===== config.mk =====
export PLATFORM = sky130hd
export DESIGN_NAME = compressed_texture_block_decoder_top
export DESIGN_NICKNAME = d
export VERILOG_FILES = /design/src/ctbd_pkg.sv /design/src/ctbd_palette.sv /design/src/ctbd_emit.sv /design/src/compressed_texture_block_decoder_top.sv
export SDC_FILE = /design/constraint.sdc
export NUM_CORES = 2
export LEC_CHECK = 0
export CAP_MARGIN = 20
export CORE_MARGIN = 5
export CORE_UTILIZATION = 40
export DETAILED_ROUTE_END_ITERATION = 6
export DONT_BUFFER_PORTS = 1
export PLACE_DENSITY = 0.68
export SLEW_MARGIN = 20
export SYNTH_ARGS = -nofsm -noshare
export SYNTH_HDL_FRONTEND = slang
export SYNTH_SLANG_ARGS = --single-unit

===== constraint.sdc =====
create_clock -name clock -period 14.2 [get_ports clock]
set_input_delay 2.13 -clock clock [delete_from_list [all_inputs] [get_ports clock]]
set_output_delay 2.13 -clock clock [all_outputs]
set_load 0.005 [all_outputs]

===== src/ctbd_pkg.sv =====
package ctbd_pkg;

   // compression_mode codes; the spare code decodes as DXT1
   localparam logic [1:0] MODE_DXT1 = 2'd0;
   localparam logic [1:0] MODE_DXT3 = 2'd1;
   localparam logic [1:0] MODE_DXT5 = 2'd2;

   // register index of compression_mode
   localparam logic REG_MODE = 1'b0;

   localparam logic [7:0] ALPHA_OPAQUE = 8'hFF;
   localparam logic [7:0] ALPHA_CLEAR  = 8'h00;

   // decoded block, ready for texel-by-texel emission
   typedef struct packed {
      logic [3:0][7:0]  red;
      logic [3:0][7:0]  green;
      logic [3:0][7:0]  blue;
      logic [15:0][1:0] sel;
      logic [15:0][7:0] alpha;
   } block_type;

   function automatic logic [7:0] widen5(input logic [4:0] v);
      return {v, v[4:2]};
   endfunction

   function automatic logic [7:0] widen6(input logic [5:0] v);
      return {v, v[5:4]};
   endfunction

   function automatic logic [7:0] widen4(input logic [3:0] v);
      return {v, v};
   endfunction

   // floor(x/3) for x <= 765 by reciprocal multiply
   function automatic logic [7:0] div3(input logic [9:0] x);
      logic [20:0] p;
      p = 21'(x) * 21'd683;
      return p[18:11];
   endfunction

   // floor(x/5) for x <= 1275
   function automatic logic [7:0] div5(input logic [10:0] x);
      logic [22:0] p;
      p = 23'(x) * 23'd3277;
      return p[21:14];
   endfunction

   // floor(x/7) for x <= 1785
   function automatic logic [7:0] div7(input logic [10:0] x);
      logic [22:0] p;
      p = 23'(x) * 23'd2341;
      return p[21:14];
   endfunction

endpackage


===== src/ctbd_palette.sv =====
module ctbd_palette (
   input  logic [63:0]        colour_word,
   input  logic [63:0]        alpha_word,
   input  logic               punch,
   input  logic               explicit_alpha,
   output ctbd_pkg::block_type blk
);

   logic [15:0]      c0, c1;
   logic             three;
   logic [7:0]       r0, g0, b0, r1, g1, b1;
   logic [7:0]       a0, a1;
   logic [7:0][7:0]  apal;
   logic [10:0]      num;
   logic [2:0]       ai;

   assign c0    = colour_word[15:0];
   assign c1    = colour_word[31:16];
   assign three = punch && (c0 <= c1);

   assign r0 = ctbd_pkg::widen5(c0[15:11]);
   assign g0 = ctbd_pkg::widen6(c0[10:5]);
   assign b0 = ctbd_pkg::widen5(c0[4:0]);
   assign r1 = ctbd_pkg::widen5(c1[15:11]);
   assign g1 = ctbd_pkg::widen6(c1[10:5]);
   assign b1 = ctbd_pkg::widen5(c1[4:0]);

   assign a0 = alpha_word[7:0];
   assign a1 = alpha_word[15:8];

   // interpolated alpha palette: eight entries, or six plus clear and opaque
   always_comb begin
      apal    = '0;
      apal[0] = a0;
      apal[1] = a1;
      num     = '0;
      if (a0 > a1) begin
         for (int i = 1; i < 7; i++) begin
            num         = 11'(7 - i) * 11'(a0) + 11'(i) * 11'(a1);
            apal[i + 1] = ctbd_pkg::div7(num);
         end
      end else begin
         for (int i = 1; i < 5; i++) begin
            num         = 11'(5 - i) * 11'(a0) + 11'(i) * 11'(a1);
            apal[i + 1] = ctbd_pkg::div5(num);
         end
         apal[6] = ctbd_pkg::ALPHA_CLEAR;
         apal[7] = ctbd_pkg::ALPHA_OPAQUE;
      end
   end

   always_comb begin
      blk.red[0]   = r0;
      blk.green[0] = g0;
      blk.blue[0]  = b0;
      blk.red[1]   = r1;
      blk.green[1] = g1;
      blk.blue[1]  = b1;
      if (three) begin
         blk.red[2]   = 8'(({1'b0, r0} + {1'b0, r1}) >> 1);
         blk.green[2] = 8'(({1'b0, g0} + {1'b0, g1}) >> 1);
         blk.blue[2]  = 8'(({1'b0, b0} + {1'b0, b1}) >> 1);
         blk.red[3]   = '0;
         blk.green[3] = '0;
         blk.blue[3]  = '0;
      end else begin
         blk.red[2]   = ctbd_pkg::div3({1'b0, r0, 1'b0} + 10'(r1));
         blk.green[2] = ctbd_pkg::div3({1'b0, g0, 1'b0} + 10'(g1));
         blk.blue[2]  = ctbd_pkg::div3({1'b0, b0, 1'b0} + 10'(b1));
         blk.red[3]   = ctbd_pkg::div3(10'(r0) + {1'b0, r1, 1'b0});
         blk.green[3] = ctbd_pkg::div3(10'(g0) + {1'b0, g1, 1'b0});
         blk.blue[3]  = ctbd_pkg::div3(10'(b0) + {1'b0, b1, 1'b0});
      end
      blk.sel = colour_word[63:32];
      ai      = '0;
      for (int j = 0; j < 16; j++) begin
         ai = alpha_word[16 + 3*j +: 3];
         if (punch) begin
            blk.alpha[j] = (three && blk.sel[j] == 2'd3) ? ctbd_pkg::ALPHA_CLEAR
                                                         : ctbd_pkg::ALPHA_OPAQUE;
         end else if (explicit_alpha) begin
            blk.alpha[j] = ctbd_pkg::widen4(alpha_word[4*j +: 4]);
         end else begin
            blk.alpha[j] = apal[ai];
         end
      end
   end

endmodule


===== src/ctbd_emit.sv =====
module ctbd_emit (
   input  logic                clock,
   input  logic                reset,
   input  logic                blk_valid,
   output logic                blk_ready,
   input  ctbd_pkg::block_type blk,
   output logic                rsp_valid,
   input  logic                rsp_stall,
   output logic [7:0]          rsp_red,
   output logic [7:0]          rsp_green,
   output logic [7:0]          rsp_blue,
   output logic [7:0]          rsp_alpha,
   output logic [3:0]          rsp_texel_index,
   output logic                rsp_last_texel
);

   ctbd_pkg::block_type blk_ff;
   logic                blk_valid_ff;
   logic [3:0]          cnt_ff;
   logic                fire, last;
   logic [1:0]          s;
   logic                rsp_valid_ff, rsp_last_ff;
   logic [7:0]          red_ff, green_ff, blue_ff, alpha_ff;
   logic [3:0]          index_ff;

   assign fire      = blk_valid_ff && (!rsp_valid_ff || !rsp_stall);
   assign last      = (cnt_ff == 4'd15);
   assign blk_ready = !blk_valid_ff || (fire && last);
   assign s         = blk_ff.sel[cnt_ff];

   always_ff @(posedge clock) begin
      if (reset) begin
         blk_valid_ff <= 1'b0;
         cnt_ff       <= '0;
         rsp_valid_ff <= 1'b0;
      end else begin
         if (blk_valid && blk_ready) begin
            blk_valid_ff <= 1'b1;
         end else if (fire && last) begin
            blk_valid_ff <= 1'b0;
         end
         if (fire) begin
            cnt_ff       <= cnt_ff + 4'd1;
            rsp_valid_ff <= 1'b1;
         end else if (!rsp_stall) begin
            rsp_valid_ff <= 1'b0;
         end
      end
   end

   always_ff @(posedge clock) begin
      if (blk_valid && blk_ready) begin
         blk_ff <= blk;
      end
      if (fire) begin
         red_ff      <= blk_ff.red[s];
         green_ff    <= blk_ff.green[s];
         blue_ff     <= blk_ff.blue[s];
         alpha_ff    <= blk_ff.alpha[cnt_ff];
         index_ff    <= cnt_ff;
         rsp_last_ff <= last;
      end
   end

   assign rsp_valid       = rsp_valid_ff;
   assign rsp_red         = red_ff;
   assign rsp_green       = green_ff;
   assign rsp_blue        = blue_ff;
   assign rsp_alpha       = alpha_ff;
   assign rsp_texel_index = index_ff;
   assign rsp_last_texel  = rsp_last_ff;

endmodule


===== src/compressed_texture_block_decoder_top.sv =====
// Channel    | Direction | Handshake          | Payload
// -----------+-----------+--------------------+-----------------------------------------
// req        | in        | req_valid/req_stall| req_block_word (64-bit block half)
// rsp        | out       | rsp_valid/rsp_stall| rsp_red/green/blue/alpha, texel_index, last
// csr (APB)  | in/out    | psel/penable/pready| paddr, pwdata, prdata (compression_mode)
//
// A colour word produces sixteen texels, one per cycle unless rsp stalls; the texel
// emitter over the block register sets that rate.
// Path: accept into the input register, then into the block register, then into the
// output register as the first texel. Alpha words are only held and yield nothing.
// The next word is taken while the current block is still being emitted.
// Synchronous active-high reset clears all valids, the mode and the pending flag.
// A stalled rsp holds every payload; req_stall rises only while the input
// register is full and the block register cannot take it.
module compressed_texture_block_decoder_top (
   input  logic        clock,
   input  logic        reset,
   // input channel
   input  logic        req_valid,
   output logic        req_stall,
   input  logic [63:0] req_block_word,
   // result channel
   output logic        rsp_valid,
   input  logic        rsp_stall,
   output logic [7:0]  rsp_red,
   output logic [7:0]  rsp_green,
   output logic [7:0]  rsp_blue,
   output logic [7:0]  rsp_alpha,
   output logic [3:0]  rsp_texel_index,
   output logic        rsp_last_texel,
   // configuration port
   input  logic        psel,
   input  logic        penable,
   input  logic        pwrite,
   input  logic [2:0]  paddr,
   input  logic [31:0] pwdata,
   output logic [31:0] prdata,
   output logic        pready
);

   logic [1:0]          mode_ff;
   logic [63:0]         held_alpha_ff;
   logic                pending_ff;
   logic                cfg_wr;
   logic                punch, accept, take_alpha, take_colour;

   // input register: colour word plus the alpha half it pairs with
   logic                a_valid_ff;
   logic [63:0]         a_word_ff;
   logic [63:0]         a_alpha_ff;
   logic                a_punch_ff;
   logic                a_dxt3_ff;

   logic                blk_ready;
   ctbd_pkg::block_type blk;

   // the spare mode code behaves as DXT1
   assign punch = (mode_ff != ctbd_pkg::MODE_DXT3) && (mode_ff != ctbd_pkg::MODE_DXT5);

   // APB: single register, zero-wait
   assign pready = 1'b1;
   assign cfg_wr = psel && penable && pwrite && (paddr[2] == ctbd_pkg::REG_MODE);
   assign prdata = (paddr[2] == ctbd_pkg::REG_MODE) ? {30'd0, mode_ff} : 32'd0;

   // hold the request while the input register cannot drain
   assign req_stall   = a_valid_ff && !blk_ready;
   assign accept      = req_valid && !req_stall;
   assign take_alpha  = accept && !punch && !pending_ff;
   assign take_colour = accept && !take_alpha;

   always_ff @(posedge clock) begin
      if (reset) begin
         mode_ff    <= ctbd_pkg::MODE_DXT1;
         pending_ff <= 1'b0;
         a_valid_ff <= 1'b0;
      end else begin
         // a mode write restarts block pairing
         if (cfg_wr) begin
            mode_ff    <= pwdata[1:0];
            pending_ff <= 1'b0;
         end else if (take_alpha) begin
            pending_ff <= 1'b1;
         end else if (take_colour) begin
            pending_ff <= 1'b0;
         end
         if (take_colour) begin
            a_valid_ff <= 1'b1;
         end else if (blk_ready) begin
            a_valid_ff <= 1'b0;
         end
      end
   end

   always_ff @(posedge clock) begin
      if (reset) begin
         held_alpha_ff <= '0;
      end else if (take_alpha) begin
         held_alpha_ff <= req_block_word;
      end
   end

   // capture the alpha half alongside the colour word so a following alpha
   // word cannot overwrite it before decode
   always_ff @(posedge clock) begin
      if (take_colour) begin
         a_word_ff  <= req_block_word;
         a_alpha_ff <= held_alpha_ff;
         a_punch_ff <= punch;
         a_dxt3_ff  <= (mode_ff == ctbd_pkg::MODE_DXT3);
      end
   end

   ctbd_palette u_palette (
      .colour_word    (a_word_ff),
      .alpha_word     (a_alpha_ff),
      .punch          (a_punch_ff),
      .explicit_alpha (a_dxt3_ff),
      .blk            (blk)
   );

   ctbd_emit u_emit (
      .clock           (clock),
      .reset           (reset),
      .blk_valid       (a_valid_ff),
      .blk_ready       (blk_ready),
      .blk             (blk),
      .rsp_valid       (rsp_valid),
      .rsp_stall       (rsp_stall),
      .rsp_red         (rsp_red),
      .rsp_green       (rsp_green),
      .rsp_blue        (rsp_blue),
      .rsp_alpha       (rsp_alpha),
      .rsp_texel_index (rsp_texel_index),
      .rsp_last_texel  (rsp_last_texel)
   );

   // inside a block the texels arrive without gaps
   a_texel_burst : assert property (@(posedge clock) disable iff (reset)
      rsp_valid && !rsp_stall && !rsp_last_texel |=> rsp_valid)
      else $error("texel burst broken inside a block");

   // after the last texel the next result opens a new block
   a_block_restart : assert property (@(posedge clock) disable iff (reset)
      rsp_valid && !rsp_stall && rsp_last_texel |=> !rsp_valid || rsp_texel_index == 4'd0)
      else $error("new block does not start at texel zero");

   // no alpha half can be outstanding in a single-word mode
   a_pending_mode : assert property (@(posedge clock) disable iff (reset)
      pending_ff |-> !punch)
      else $error("alpha word pending in DXT1 mode");

   // texel index and last flag agree
   a_last_index : assert property (@(posedge clock) disable iff (reset)
      rsp_valid |-> (rsp_last_texel == (rsp_texel_index == 4'd15)))
      else $error("last flag out of step with texel index");

endmodule

==> flow_metrics.py <==
metrics = {
    "drt": {
        "viasPerCell": 5.98,
        "drtAntennaViolNets": 0,
        "drcViolationCount": 0,
        "vias": 44400,
        "firstDrtPassIters": 6,
        "drt_iter0_drc": 4863,
        "avgRoutedWirePerCell_um": 23.6,
        "routed_wl_um": 175000,
    },
    "global_routing": {
        "grt_start_max_net_pins": 81,
        "grt_pass1_vias": 45200,
        "grt_pass1_wl_um": 267000,
        "antenna_found_initial": 17,
        "grt_overflow": 0,
        "grt_use_total_pct": 21.8,
    },
    "critical_path": {
        "cp_max_fo": 22,
        "crit_slowest_cell": "edfxtp_1",
        "worst-r2r-cell-count": 37,
        "crit_path_end_kind": "register",
        "crit_type": "register to register",
        "cp.required_ps": 14540,
        "slowest_delay_ps": 1150,
        "rrSetupSlack_ps": 4010,
        "rr_startpoint": "a_alpha_ff[8]$_DFFE_PP_",
        "cp.arrival_ps": 10530,
        "start_kind": "register",
        "r2r-end": "u_emit.blk_ff[94]$_DFFE_PP_",
    },
    "die": {
        "fp.dieH_um": 396,
        "rows": 141,
        "core_um2": 148000,
        "die_x_um": 396,
        "start_util_pct": 40.4,
        "num_io_pins": 178,
        "die_area_um2": 157000,
    },
    "sta": {
        "setup_tns_ps": 0,
        "fmax_ghz": 0.0981,
        "finClkSkew_ps": 40.4,
        "setup_viol": 0,
        "slew_viol_final": 0,
        "tightest_slew_ps": 1360,
        "period_share_pct": 71.8,
        "rsz0062_at_grt": "no",
        "layout_min_cycle_time_ps": 10190,
        "max_slew_margin_pct": 9.44,
        "finalHoldViolCount": 0,
    },
    "clocking": {
        "cts_resized": 0,
        "clockBufferDepth": 3,
        "cts_inserted_buffers": 43,
        "clock_sinks": 481,
        "htreeDepth": 2,
        "clk-insertion-delay-late_ps": 590,
        "cts_tree": "done",
        "holdBufCountCts": 0,
        "post_cts_buffers": 0,
        "clk_pin_slew_ps": 70,
        "cts_root_buf": "clkbuf_16",
    },
    "synthesis": {
        "synth_top_cell_area_share_pct": 24.1,
        "ys_top_cells_by_count": "1149 x ha_1, 648 x inv_1, 407 x edfxtp_1",
        "yosys-top-cells-area": "ha_1 24%, edfxtp_1 20%, fa_1 12%",
        "ys_ff_latch": 481,
        "syn_area_um2": 59700,
        "ys.flop_type": "edfxtp_1",
        "synth_top_cell_by_area": "ha_1",
        "synth_most_common_cell": "ha_1",
        "postSynthCellCount": 5550,
        "synth-edff-count": 407,
        "ys_types": 104,
        "ys_seq_area_share_pct": 22.9,
        "yosys_warnings": 0,
        "syn_area_per_cell_um2": 10.8,
        "ys_async_sr_fraction_pct": 0,
    },
    "layout": {
        "area_delta_synth_final_pct": 5.99,
        "nNetsFinal": 7059,
        "fin_area_um2": 63300,
        "drive_gt1_share_pct": 9.37,
        "fill_cells": 13700,
    },
    "placement": {
        "dp_hpwl_um": 128000,
        "gp_congestion": 0.978,
        "placed_area_um2": 61700,
        "portBuffers": 0,
    },
    "worst_hold_path": {
        "hp-start": "held_alpha_ff[27]$_SDFFE_PP0P_",
        "worstHoldEndpoint": "a_alpha_ff[27]$_DFFE_PP_",
        "whs_path_depth": 0,
        "hold_path.class": "register to register",
    },
    "job": {
        "cap_violations": 0,
    },
    "outcome": {
        "status": "finished clean",
    },
}
==> layout make-up <==
| cell class | count | area, um^2 | area share (%) |
|---|---|---|---|
| antenna | 21 | 52.6 | 0.0830 |
| clock buffer | 59 | 1220 | 1.92 |
| clock inverter | 19 | 240 | 0.379 |
| inverter | 654 | 2450 | 3.88 |
| multi-input combinational | 4163 | 42500 | 67.2 |
| sequential | 481 | 13700 | 21.7 |
| tap | 1930 | 2410 | 3.81 |
| timing repair buffer | 90 | 694 | 1.10 |
==> registers in the layout, summed over array words and instances (netlist names) <==
signal,flops
a_valid_ff,1
u_emit.rsp_blue,8
pending_ff,1
a_dxt3_ff,1
u_emit.rsp_valid,1
mode_ff,2
u_emit.rsp_red,8
a_alpha_ff,64
u_emit.blk_ff,240
a_word_ff,64
a_punch_ff,1
u_emit.cnt_ff,4
u_emit.rsp_last_texel,1
u_emit.rsp_alpha,8
held_alpha_ff,64
u_emit.blk_valid_ff,1
u_emit.rsp_texel_index,4
u_emit.rsp_green,8
==> how the worst max path moves through the flow <==
stage | depth (start not counted) | slack (ps) | endpoint | start
after floorplan | 3 | 500 | u_emit.blk_ff[0]$_DFFE_PP_ | rsp_stall
after global placement | 35 | 4240 | u_emit.blk_ff[6]$_DFFE_PP_ | a_alpha_ff[1]$_DFFE_PP_
after detailed placement | 35 | 4090 | u_emit.blk_ff[6]$_DFFE_PP_ | a_alpha_ff[1]$_DFFE_PP_
after CTS | 35 | 4110 | u_emit.blk_ff[94]$_DFFE_PP_ | a_alpha_ff[1]$_DFFE_PP_
after global routing | 36 | 3590 | u_emit.blk_ff[123]$_DFFE_PP_ | a_alpha_ff[8]$_DFFE_PP_
final | 37 | 4010 | u_emit.blk_ff[94]$_DFFE_PP_ | a_alpha_ff[8]$_DFFE_PP_
==> worst max-delay path, delay by kind of cell (launching register included) <==
kind	cells	cell delay (ps)
AO/OA/AOI/OAI	11	2270
XOR/XNOR	3	860
adder cells (fa/ha/maj)	9	3340
buffers and inverters	7	1230
flip-flops	1	1150
multiplexers	1	500
AND/OR/NAND/NOR	6	580
==> layout by cell type, fill, tap and decap left out, types with 31 or more instances in the layout <==
| cell | synthesis | layout |
|---|---|---|
| ha_1 | 1149 | 1149 |
| o211ai_1 | 37 | 37 |
| edfxtp_1 | 407 | 407 |
| nor2_1 | 260 | 253 |
| o21ai_1 | 38 | 36 |
| mux2i_1 | 72 | 72 |
| a211oi_1 | 34 | 34 |
| dfxtp_1 | 74 | 72 |
| nor2b_1 | 57 | 55 |
| o21ai_0 | 129 | 125 |
| buf_4 | 33 | 87 |
| xor2_1 | 82 | 82 |
| mux4_2 | 245 | 245 |
| clkbuf_16 | 0 | 44 |
| nor3_1 | 66 | 65 |
| xnor2_1 | 189 | 189 |
| nand3_1 | 62 | 61 |
| o21a_1 | 51 | 51 |
| o21bai_1 | 42 | 41 |
| fa_1 | 371 | 371 |
| a21oi_1 | 324 | 323 |
| o31ai_1 | 39 | 37 |
| inv_1 | 648 | 648 |
| conb_1 | 2 | 31 |
| nand2_1 | 342 | 341 |
| a21o_1 | 66 | 66 |
==> through the flow <==
step / hold WS (ps) / utilization (%) / setup slack (ps) / cells
global placement: 411 / 41.7 / 4240 / 7315
global route: 431 / 42.7 / 3590 / 7399
finish: 413 / 42.8 / 4010 / 7417
detailed placement: 417 / 41.7 / 4090 / 7315
floorplan: 408 / - / 501 / 5579
CTS: 409 / 42.7 / 4110 / 7393
==> routing by layer <==
layer  wire length (um)  up-vias  GRT usage (%)
met1              67200    21500           27.7
li1                   -    19800              -
met2              77400     2426           34.6
met3              20500      564           6.14
met4              10000        8           9.89
met5                109        -          0.339
==> cell families (layout without fill, tap and decap cells) <==
family / Yosys count / count (layout) / synth area share, %
other cells: 2 / 52 / 0.0126
fa+ha+maj: 1520 / 1520 / 36.5
buf+inv: 935 / 822 / 6.28
flops: 481 / 481 / 22.9
xor+xnor: 272 / 272 / 4.01
compound gates: 1029 / 1029 / 11.5
simple gates: 959 / 959 / 7.43
mux: 352 / 352 / 11.3
Power is left out: the tool's default activity adds up to more than one toggle a clock period on the data nets, which glitch-free logic cannot reach.
